===== src/design/msnt_pkg.sv =====
// Types, constants and scale tables for the motion strip note trigger.
package msnt_pkg;

    localparam int LEVEL_W    = 16;
    localparam int VOLUME_W   = 16;
    localparam int STRIP_W    = 4;
    localparam int NOTE_W     = 6;
    localparam int SPEED_W    = 16;
    localparam int SCALE_W    = 2;
    localparam int CFG_IDX_W  = 8;
    localparam int CFG_DATA_W = 16;
    localparam int NUM_SCALES = 4;

    // register indexes
    localparam logic [CFG_IDX_W-1:0] REG_VOLUME_THRESHOLD = 8'd0;
    localparam logic [CFG_IDX_W-1:0] REG_SCALE_MODE       = 8'd1;

    // scale codes
    localparam logic [SCALE_W-1:0] SCALE_PENTATONIC = 2'd0;
    localparam logic [SCALE_W-1:0] SCALE_MAJOR      = 2'd1;
    localparam logic [SCALE_W-1:0] SCALE_MINOR      = 2'd2;
    localparam logic [SCALE_W-1:0] SCALE_CHROMATIC  = 2'd3;

    localparam logic [VOLUME_W-1:0] THRESHOLD_RESET = 16'd32768;
    localparam logic [SCALE_W-1:0]  SCALE_RESET     = SCALE_MAJOR;

    localparam int SEMIS      = 12;
    localparam int NOTE_BASE  = 12;
    localparam int MAX_SHIFT  = 4;
    localparam int SPEED_MAX  = 65535;

    typedef struct packed {
        logic [VOLUME_W-1:0] volume_threshold;
        logic [SCALE_W-1:0]  scale_mode;
    } t_cfg;

    // notes per octave for a scale code
    function automatic int msnt_scale_len(input logic [SCALE_W-1:0] mode);
        int n;
        n = 12;
        unique case (mode)
            SCALE_PENTATONIC:         n = 5;
            SCALE_MAJOR, SCALE_MINOR: n = 7;
            default:                  n = 12;
        endcase
        return n;
    endfunction

    // semitone offset of a scale degree
    function automatic int msnt_degree_ofs(input logic [SCALE_W-1:0] mode, input int deg);
        int ofs;
        ofs = deg;
        unique case (mode)
            SCALE_PENTATONIC: begin
                unique case (deg)
                    1:       ofs = 3;
                    2:       ofs = 5;
                    3:       ofs = 7;
                    4:       ofs = 10;
                    default: ofs = 0;
                endcase
            end
            SCALE_MAJOR: begin
                unique case (deg)
                    1:       ofs = 2;
                    2:       ofs = 4;
                    3:       ofs = 5;
                    4:       ofs = 7;
                    5:       ofs = 9;
                    6:       ofs = 11;
                    default: ofs = 0;
                endcase
            end
            SCALE_MINOR: begin
                unique case (deg)
                    1:       ofs = 2;
                    2:       ofs = 3;
                    3:       ofs = 5;
                    4:       ofs = 7;
                    5:       ofs = 8;
                    6:       ofs = 11;
                    default: ofs = 0;
                endcase
            end
            default: ofs = deg;
        endcase
        return ofs;
    endfunction

    // 2^(k/12) in Q3.12
    function automatic int msnt_semitone_q12(input int k);
        int v;
        v = 4096;
        unique case (k)
            1:       v = 4340;
            2:       v = 4598;
            3:       v = 4871;
            4:       v = 5161;
            5:       v = 5468;
            6:       v = 5793;
            7:       v = 6137;
            8:       v = 6502;
            9:       v = 6889;
            10:      v = 7298;
            11:      v = 7732;
            default: v = 4096;
        endcase
        return v;
    endfunction

endpackage


===== src/design/msnt_ifs.sv =====
// Channel interfaces: strip levels in, note events out, register writes.
interface msnt_in_if
    import msnt_pkg::*;
();
    logic               valid;
    logic               ready;
    logic [LEVEL_W-1:0] level;

    modport source (output valid, output level, input ready);
    modport sink   (input valid, input level, output ready);
endinterface

interface msnt_out_if
    import msnt_pkg::*;
();
    logic                valid;
    logic                ready;
    logic                note_on;
    logic [STRIP_W-1:0]  strip;
    logic [VOLUME_W-1:0] volume;
    logic [NOTE_W-1:0]   note;
    logic [SPEED_W-1:0]  speed;

    modport source (output valid, output note_on, output strip, output volume,
                    output note, output speed, input ready);
    modport sink   (input valid, input note_on, input strip, input volume,
                    input note, input speed, output ready);
endinterface

interface msnt_cfg_if
    import msnt_pkg::*;
();
    logic                  valid;
    logic                  ready;
    logic [CFG_IDX_W-1:0]  index;
    logic [CFG_DATA_W-1:0] data;

    modport source (output valid, output index, output data, input ready);
    modport sink   (input valid, input index, input data, output ready);
endinterface


===== src/design/msnt_regs.sv =====
// Configuration registers: volume threshold and scale mode.
module msnt_regs
    import msnt_pkg::*;
(
    input  logic       i_clk,
    input  logic       i_rst_n,
    msnt_cfg_if.sink   i_cfg,
    output t_cfg       o_cfg
);

    t_cfg r_cfg;

    assign i_cfg.ready = 1'b1;

    always_ff @(posedge i_clk) begin
        if (!i_rst_n) begin
            r_cfg.volume_threshold <= THRESHOLD_RESET;
            r_cfg.scale_mode       <= SCALE_RESET;
        end else if (i_cfg.valid) begin
            unique case (i_cfg.index)
                REG_VOLUME_THRESHOLD: r_cfg.volume_threshold <= i_cfg.data[VOLUME_W-1:0];
                REG_SCALE_MODE:       r_cfg.scale_mode       <= i_cfg.data[SCALE_W-1:0];
                default: ;
            endcase
        end
    end

    assign o_cfg = r_cfg;

endmodule


===== src/design/msnt_peak.sv =====
// Running peak search over one frame of strip levels.
module msnt_peak
    import msnt_pkg::*;
#(
    parameter int STRIPS = 16
) (
    input  logic                              i_clk,
    input  logic                              i_rst_n,
    msnt_in_if.sink                           i_in,
    output logic                              o_frame_valid,
    input  logic                              i_frame_ready,
    output logic [$clog2(STRIPS+1)-1:0]       o_frame_strip,
    output logic [VOLUME_W-1:0]               o_frame_volume
);

    localparam int IDX_W = $clog2(STRIPS + 1);
    localparam int CNT_W = $clog2(STRIPS);
    localparam logic [IDX_W-1:0] NONE = IDX_W'(STRIPS);
    localparam logic [CNT_W-1:0] LAST = CNT_W'(STRIPS - 1);

    logic [CNT_W-1:0]   r_count;
    logic [LEVEL_W-1:0] r_peak_level;
    logic [IDX_W-1:0]   r_peak_idx;
    logic               r_frame_valid;
    logic [IDX_W-1:0]   r_frame_strip;
    logic [VOLUME_W-1:0] r_frame_volume;

    logic               last;
    logic               accept;
    logic               newer;
    logic [LEVEL_W-1:0] n_peak_level;
    logic [IDX_W-1:0]   n_peak_idx;
    logic [VOLUME_W-1:0] n_volume;

    assign last        = (r_count == LAST);
    // only the closing level needs room in the frame register
    assign i_in.ready  = !last || !r_frame_valid || i_frame_ready;
    assign accept      = i_in.valid && i_in.ready;

    // strict compare keeps the first strip on ties
    assign newer        = i_in.level > r_peak_level;
    assign n_peak_level = newer ? i_in.level : r_peak_level;
    assign n_peak_idx   = newer ? IDX_W'(r_count) : r_peak_idx;
    assign n_volume     = n_peak_level[LEVEL_W-1] ? {VOLUME_W{1'b1}}
                                                  : {n_peak_level[LEVEL_W-2:0], 1'b0};

    always_ff @(posedge i_clk) begin
        if (!i_rst_n) begin
            r_count       <= '0;
            r_peak_level  <= '0;
            r_peak_idx    <= NONE;
            r_frame_valid <= 1'b0;
        end else begin
            if (accept && last) begin
                r_frame_valid <= 1'b1;
            end else if (r_frame_valid && i_frame_ready) begin
                r_frame_valid <= 1'b0;
            end
            if (accept) begin
                if (last) begin
                    r_count       <= '0;
                    r_peak_level  <= '0;
                    r_peak_idx    <= NONE;
                end else begin
                    r_count      <= r_count + CNT_W'(1);
                    r_peak_level <= n_peak_level;
                    r_peak_idx   <= n_peak_idx;
                end
            end
        end
    end

    always_ff @(posedge i_clk) begin
        if (accept && last) begin
            r_frame_strip  <= n_peak_idx;
            r_frame_volume <= n_volume;
        end
    end

    assign o_frame_valid  = r_frame_valid;
    assign o_frame_strip  = r_frame_strip;
    assign o_frame_volume = r_frame_volume;

endmodule


===== src/design/msnt_trig.sv =====
// Trigger decision, scale lookup and result register.
module msnt_trig
    import msnt_pkg::*;
#(
    parameter int STRIPS  = 16,
    parameter int OCTAVES = 2
) (
    input  logic                              i_clk,
    input  logic                              i_rst_n,
    input  t_cfg                              i_cfg,
    input  logic                              i_frame_valid,
    output logic                              o_frame_ready,
    input  logic [$clog2(STRIPS+1)-1:0]       i_frame_strip,
    input  logic [VOLUME_W-1:0]               i_frame_volume,
    msnt_out_if.source                        o_out
);

    localparam int IDX_W = $clog2(STRIPS + 1);
    localparam int CNT_W = $clog2(STRIPS);
    localparam logic [IDX_W-1:0] NONE = IDX_W'(STRIPS);

    // note and speed for every (scale, strip), settled at elaboration
    logic [NOTE_W-1:0]  note_rom  [NUM_SCALES][STRIPS];
    logic [SPEED_W-1:0] speed_rom [NUM_SCALES][STRIPS];

    for (genvar m = 0; m < NUM_SCALES; m++) begin : g_scale
        for (genvar s = 0; s < STRIPS; s++) begin : g_strip
            localparam int N    = msnt_scale_len(SCALE_W'(m));
            localparam int POS  = ((STRIPS - s) * OCTAVES * N) / STRIPS;
            localparam int OCT  = POS / N;
            localparam int DEG  = POS % N;
            localparam int NOTE = OCT * SEMIS + msnt_degree_ofs(SCALE_W'(m), DEG) + NOTE_BASE;
            localparam int SH   = NOTE / SEMIS;
            localparam int RAW  = (SH > MAX_SHIFT) ? SPEED_MAX
                                                   : (msnt_semitone_q12(NOTE % SEMIS) << SH);
            localparam int SPD  = (RAW > SPEED_MAX) ? SPEED_MAX : RAW;
            assign note_rom[m][s]  = NOTE_W'(NOTE);
            assign speed_rom[m][s] = SPEED_W'(SPD);
        end
    end

    logic [IDX_W-1:0]          r_prev;
    logic                      r_valid;
    logic                      r_note_on;
    logic [STRIP_W-1:0]        r_strip;
    logic [VOLUME_W-1:0]       r_volume;
    logic [NOTE_W-1:0]         r_note;
    logic [SPEED_W-1:0]        r_speed;

    logic                      take;
    logic                      differs;
    logic                      fire;
    logic [IDX_W-1:0]          n_prev;
    logic [IDX_W+STRIP_W-1:0]  strip_wide;
    logic [CNT_W-1:0]          row;

    assign o_frame_ready = !r_valid || o_out.ready;
    assign take          = i_frame_valid && o_frame_ready;

    assign differs = i_frame_strip != r_prev;
    assign fire    = differs && (i_frame_strip < NONE)
                     && (i_frame_volume > i_cfg.volume_threshold);
    // a new winner that fails to fire clears the remembered strip
    assign n_prev  = differs ? (fire ? i_frame_strip : NONE) : r_prev;

    assign strip_wide = {{STRIP_W{1'b0}}, i_frame_strip};
    assign row        = i_frame_strip[CNT_W-1:0];

    always_ff @(posedge i_clk) begin
        if (!i_rst_n) begin
            r_prev  <= NONE;
            r_valid <= 1'b0;
        end else begin
            if (take) begin
                r_valid <= 1'b1;
                r_prev  <= n_prev;
            end else if (o_out.ready) begin
                r_valid <= 1'b0;
            end
        end
    end

    always_ff @(posedge i_clk) begin
        if (take) begin
            r_note_on <= fire;
            r_strip   <= fire ? strip_wide[STRIP_W-1:0] : '0;
            r_volume  <= fire ? i_frame_volume : '0;
            r_note    <= fire ? note_rom[i_cfg.scale_mode][row] : '0;
            r_speed   <= fire ? speed_rom[i_cfg.scale_mode][row] : '0;
        end
    end

    assign o_out.valid   = r_valid;
    assign o_out.note_on = r_note_on;
    assign o_out.strip   = r_strip;
    assign o_out.volume  = r_volume;
    assign o_out.note    = r_note;
    assign o_out.speed   = r_speed;

endmodule


===== src/design/motion_strip_note_trigger.sv =====
// Top level of the motion strip note trigger.
//
// One strip motion level (Q0.16) is taken per transaction, one per clock
// outside the closing-level stall below. Every STRIPS levels close a frame and
// produce exactly one result transaction; no result comes between frame ends.
// The first strip holding the strictly greatest level wins (an all-zero frame
// has no winner), the volume is twice that level saturated at 0xFFFF, and a
// note fires when the winner differs from the previously remembered strip and
// the volume is strictly above volume_threshold. A fired note carries the
// strip index, the volume, the note number quantized to the selected scale
// over OCTAVES octaves (offset by 12) and the Q4.12 playback speed; a frame
// that does not fire returns note_on 0 with all other fields 0. The running
// peak compare loads the frame register when the frame's last level is
// accepted; the trigger decision and constant-table lookup then load the
// output register from the frame register once the output register is
// free, and the result is offered from there. The
// output register lets the next frame's levels keep flowing while a result
// waits; only the closing level of a frame stalls, and only when both the
// frame register and the output register are still full. No clearing pass
// is needed after reset. Registers: index 0 volume_threshold (reset 0x8000),
// index 1 scale_mode (reset 1 = major; 0 pentatonic, 2 minor, 3 chromatic);
// writes to other indexes are dropped. Write configuration only while idle.
module motion_strip_note_trigger
    import msnt_pkg::*;
#(
    parameter int STRIPS  = 16,   // strips per frame, 2..16
    parameter int OCTAVES = 2     // octaves spanned by the strips, 1..4
) (
    input  logic         i_clk,
    input  logic         i_rst_n,
    msnt_in_if.sink      i_in,
    msnt_out_if.source   o_out,
    msnt_cfg_if.sink     i_cfg
);

    localparam int IDX_W = $clog2(STRIPS + 1);

    t_cfg                cfg;
    logic                frame_valid;
    logic                frame_ready;
    logic [IDX_W-1:0]    frame_strip;
    logic [VOLUME_W-1:0] frame_volume;

    // register file, always ready
    msnt_regs u_regs (
        .i_clk   (i_clk),
        .i_rst_n (i_rst_n),
        .i_cfg   (i_cfg),
        .o_cfg   (cfg)
    );

    // stage 1: running max over the frame, emits winner and volume
    msnt_peak #(
        .STRIPS (STRIPS)
    ) u_peak (
        .i_clk          (i_clk),
        .i_rst_n        (i_rst_n),
        .i_in           (i_in),
        .o_frame_valid  (frame_valid),
        .i_frame_ready  (frame_ready),
        .o_frame_strip  (frame_strip),
        .o_frame_volume (frame_volume)
    );

    // stage 2: fire decision against previous strip, note/speed lookup
    msnt_trig #(
        .STRIPS  (STRIPS),
        .OCTAVES (OCTAVES)
    ) u_trig (
        .i_clk          (i_clk),
        .i_rst_n        (i_rst_n),
        .i_cfg          (cfg),
        .i_frame_valid  (frame_valid),
        .o_frame_ready  (frame_ready),
        .i_frame_strip  (frame_strip),
        .i_frame_volume (frame_volume),
        .o_out          (o_out)
    );

endmodule


===== src/flat_wrapper.sv =====
// flat-port wrapper written by rule: the top's interface ports become plain ports
module motion_strip_note_trigger_flat import msnt_pkg::*;
#(
    parameter int STRIPS  = 16,                             
    parameter int OCTAVES = 2                                           
)
  (i_clk, i_rst_n, i_in_valid, i_in_level, i_in_ready, o_out_valid, o_out_note_on, o_out_strip, o_out_volume, o_out_note, o_out_speed, o_out_ready, i_cfg_valid, i_cfg_index, i_cfg_data, i_cfg_ready);
  msnt_in_if i_in_i ();
  msnt_out_if o_out_i ();
  msnt_cfg_if i_cfg_i ();
  input  logic i_clk;
  input  logic i_rst_n;
  input wire logic [$bits(i_in_i.valid)-1:0] i_in_valid;
  input wire logic [$bits(i_in_i.level)-1:0] i_in_level;
  output wire logic [$bits(i_in_i.ready)-1:0] i_in_ready;
  output wire logic [$bits(o_out_i.valid)-1:0] o_out_valid;
  output wire logic [$bits(o_out_i.note_on)-1:0] o_out_note_on;
  output wire logic [$bits(o_out_i.strip)-1:0] o_out_strip;
  output wire logic [$bits(o_out_i.volume)-1:0] o_out_volume;
  output wire logic [$bits(o_out_i.note)-1:0] o_out_note;
  output wire logic [$bits(o_out_i.speed)-1:0] o_out_speed;
  input wire logic [$bits(o_out_i.ready)-1:0] o_out_ready;
  input wire logic [$bits(i_cfg_i.valid)-1:0] i_cfg_valid;
  input wire logic [$bits(i_cfg_i.index)-1:0] i_cfg_index;
  input wire logic [$bits(i_cfg_i.data)-1:0] i_cfg_data;
  output wire logic [$bits(i_cfg_i.ready)-1:0] i_cfg_ready;
  assign i_in_i.valid = i_in_valid;
  assign i_in_i.level = i_in_level;
  assign i_in_ready = i_in_i.ready;
  assign o_out_valid = o_out_i.valid;
  assign o_out_note_on = o_out_i.note_on;
  assign o_out_strip = o_out_i.strip;
  assign o_out_volume = o_out_i.volume;
  assign o_out_note = o_out_i.note;
  assign o_out_speed = o_out_i.speed;
  assign o_out_i.ready = o_out_ready;
  assign i_cfg_i.valid = i_cfg_valid;
  assign i_cfg_i.index = i_cfg_index;
  assign i_cfg_i.data = i_cfg_data;
  assign i_cfg_ready = i_cfg_i.ready;
  motion_strip_note_trigger #(.STRIPS(STRIPS), .OCTAVES(OCTAVES)) u_core (.i_clk(i_clk), .i_rst_n(i_rst_n), .i_in(i_in_i), .o_out(o_out_i), .i_cfg(i_cfg_i));
endmodule

===== config.mk =====
export PLATFORM = sky130hd
export DESIGN_NAME = motion_strip_note_trigger_flat
export DESIGN_NICKNAME = d
export VERILOG_FILES = /design/src/design/msnt_pkg.sv /design/src/design/msnt_ifs.sv /design/src/design/msnt_regs.sv /design/src/design/msnt_peak.sv /design/src/design/msnt_trig.sv /design/src/design/motion_strip_note_trigger.sv /design/src/flat_wrapper.sv
export SDC_FILE = /design/constraint.sdc
export NUM_CORES = 1
export LEC_CHECK = 0
export ABC_AREA = 1
export BUFFER_PORTS_ARGS = -buffer_cell sky130_fd_sc_hd__buf_2
export CAP_MARGIN = 20
export CORE_ASPECT_RATIO = 2
export CORE_MARGIN = 5
export CORE_UTILIZATION = 58
export CTS_CLUSTER_SIZE = 12
export DETAILED_ROUTE_END_ITERATION = 16
export GPL_TIMING_DRIVEN = 0
export PLACE_DENSITY = 0.81
export SYNTH_ARGS = -nofsm -noshare
export SYNTH_HDL_FRONTEND = slang
export SYNTH_HIERARCHICAL = 1
export SYNTH_SLANG_ARGS = --single-unit

===== constraint.sdc =====
create_clock -name i_clk -period 2.3 [get_ports i_clk]
set_input_delay 0.46 -clock i_clk [delete_from_list [all_inputs] [get_ports i_clk]]
set_output_delay 0.46 -clock i_clk [all_outputs]
set_load 0.05 [all_outputs]

==> out/results.tsv <==
stage	metric	value	unit
sta	Fin. Hold Viols	0	
critical_path	WP buf/inv	2	
floorplan	Initial Util	0.5925	
synthesis	Cell Area, Synth	6485	µm²
finish	fraction of layout cells with a size suffix above 1	0.2139	
critical_path	CP Launch Type	register	
sta	Final Cycle Share	0.9268	
worst_hold_path	worst hold path class	input port to register	
floorplan	DIE HEIGHT	159.5	µm
sta	Min Clock Period, post-route	2132	ps
clock_network	post-CTS sizing	0	
critical_path	endpoint class of the critical path	register	
critical_path	Critical-path top delay cell	edfxtp_1	
synthesis	commonest cells in the netlist	190 x nand2_1, 131 x inv_1, 70 x nor2_1	
place	Buffers on Ports	88	
sta	Max Freq	469.1	MHz
critical_path	CP peak stage delay	440	ps
routing	detailed-route wire length	15540	µm
sta	Slew headroom	0.4607	
synthesis	distinct cell type count of the synthesized netlist	37	
floorplan	die area	13520	µm²
sta	final slew viol count	0	
clock_network	post-CTS setup buffers	0	
critical_path	worst-path cell chain	ha_1, nand2_1, nor2_1, nand2_1, o21ai_1, nor2_4, nand2_4, buf_12, buf_6, nor2_2	
sta	unrepaired setup endpoints after global routing	no	
finish	Final Instance Area	7700	µm²
clock_network	CTS tree	yes	
finish	Final nets	991	
sta	Setup-failing EPs final	0	
clock_network	clock latency on the worst-skew pair	410	ps
synthesis	ys async rst share	0	
routing	DR pass1 iterations	5	
synthesis	EDFF count, synth	63	
place	Placement Cell Area	7128	µm²
routing	total number of vias	5528	
routing	post-route antenna net violation count	0	
job	Max-Cap Viols	0	
critical_path	kind of critical path	register to register	
power	Pleak	3.649	nW
finish	Area Growth Syn to Fin	18.73	%
critical_path	Worst Path Required	2460	ps
finish	number of diodes	0	
synthesis	post-synth top area share	0.2917	
critical_path	critical path arrival	2290	ps
routing	DRC viols	0	
run_status	status	finished, final reports clean	
routing	Starting DRT DRC Count	266	
place	HPWL after detailed placement	11920	µm
floorplan	core area	10950	µm²
clock_network	Worst-path clk slew	50	ps
synthesis	Synth Area per Inst	8.106	µm²
grt	global-route wire length before repair	25430	µm
clock_network	H-tree levels	4	
power	Max VDD drop	0.5670	mV
grt	largest net degree at the start of global routing	30	
finish	Fillers	914	
synthesis	Synth Warn #	6	
floorplan	Die Width	84.77	µm
grt	antenna violations before repair	0	
place	GPL Wtd Cong	0.9849	
routing	number of vias per cell	5.210	
clock_network	TritonCTS Buffers	17	
routing	Wirelength per Cell	14.65	µm
clock_network	cell chosen for the clock root	clkbuf_16	
synthesis	top cells by area, synth	edfxtp_1 29%, dfxtp_1 15%, nand2_1 11%, inv_1 7.6%, ha_1 7.3%	
sta	skew final	8.058	ps
grt	via count of the first global-routing pass	5620	
clock_network	Hold-fix buffers, CTS	0	
synthesis	number of synthesized register bits	113	
synthesis	cell count after synthesis	800	
synthesis	sequential area share after synthesis	0.4461	
grt	overflow left after global routing	0	
floorplan	I/O pin total	91	
sta	Setup TNS	0	ps
synthesis	main flop type after synthesis	edfxtp_1	
floorplan	Core Rows	54	
clock_network	Sink Count	113	
synthesis	count leader, synth	nand2_1	
critical_path	CP Max Fanout	10	
sta	pin slew with the least headroom to its limit	808.0	ps
power	PD cells	692.3	nW/µm²
synthesis	cell taking the most area after synthesis	edfxtp_1	
critical_path	most used cell, CP	nand2_1	
synthesis	Syn Nets	883	
critical_path	cell family with most CP delay	simple AND/OR/NAND/NOR gates	
clock_network	CTS Buffer Depth	2	
grt	Total GRT Usage	0.2379	
## where the power goes
group | internal, W | switching, W | leakage (nW) | total (W)
clock network | 0.00163 | 0.000909 | 0.276 | 0.00254
logic | 0.000214 | 0.000374 | 2.38 | 0.000588
registers | 0.00218 | 0.0000223 | 0.992 | 0.00220
## registers in the layout, indices dropped and copies added (netlist names), 5 cells and up
name and count:
u_core/u_trig/o_out.speed 15, u_core/u_regs/o_cfg 18, u_core/u_peak/r_peak_level 16, u_core/u_peak/r_peak_idx 5, u_core/u_peak/o_frame_strip 5, u_core/u_peak/o_frame_volume 16, u_core/u_trig/o_out.volume 16, u_core/u_trig/o_out.note 6
u_core/u_trig/r_prev 5
## worst reg2reg max path, stage by stage, from the launching register on
cell and delay (ps):
edfxtp_1 440, ha_1 330, nand2_1 70, nor2_1 130
nand2_1 110, o21ai_1 250, nor2_4 110, nand2_4 100
buf_12 140, buf_6 160, nor2_2 40
## stage by stage
step	power [W]	setup WS [ps]	hold slack (ps)	std cells	util
6_report	0.005331	168.3	297.0	1061	0.7035
3_3_place_gp	0.002801	51.55	449.3	1028	0.6487
4_1_cts	0.005351	160.5	280.8	1061	0.7035
5_1_grt	0.005531	43.48	293.3	1061	0.7035
3_5_place_dp	0.002820	2.113	451.3	1029	0.6512
2_1_floorplan	0.002657	56.32	432.5	800	-
## placed cells by master (no fill, tap or decap), drive strengths merged, types with 4 or more instances in the layout
cell type	netlist	final
nor3	4	4
dfxtp	50	50
clkinv	0	7
a21oi	61	61
o21ai	21	21
inv	133	133
and2	4	4
nand3	80	80
nor2	99	99
edfxtp	63	63
clkbuf	5	25
o211ai	4	4
ha	38	38
buf	28	117
nand2	197	197
## per-layer routing
layer	track usage	wire length, µm
met5	0	0
met1	0.2213	5476
met4	0.1340	684
met3	0.04816	687
met2	0.4604	8692
## cell type report
type	instances	area, µm²	share of cell area
Sequential cell	113	2893	0.3757
Multi-Input combinational cell	521	2839	0.3687
Inverter	133	499.2	0.06484
Timing Repair Buffer	89	467.9	0.06077
Clock buffer	20	456.7	0.05931
Buffer	33	254.0	0.03299
Tap cell	140	175.2	0.02275
Clock inverter	12	115.1	0.01495
## logic make-up (layout without fill, tap and decap cells)
| kind of cell | count (synthesis) | count (layout) | share of synthesized area |
|---|---|---|---|
| other cells | 2 | 2 | 0.001158 |
| simple gates | 385 | 385 | 0.2834 |
| xor+xnor | 4 | 4 | 0.005403 |
| compound gates | 92 | 92 | 0.07447 |
| buf+inv | 166 | 287 | 0.1162 |
| fa+ha+maj | 38 | 38 | 0.07332 |
| flops | 113 | 113 | 0.4461 |
## path summary, 6_finish.rpt
path | startpoint | to | slack (ps) | cells past startpoint
max | u_core/u_peak/o_frame_volume[15] | u_core/u_trig/o_out.speed[12] | 170 | 10
min | i_cfg_data[15] | u_core/u_regs/o_cfg[17] | 300 | 3
max reg2reg | u_core/u_peak/o_frame_volume[15] | u_core/u_trig/o_out.speed[12] | 170 | 10
min reg2reg | u_core/u_peak/r_peak_idx[4] | u_core/u_peak/r_peak_idx[4] | 460 | 2
(Power assumes the default switching activity.)
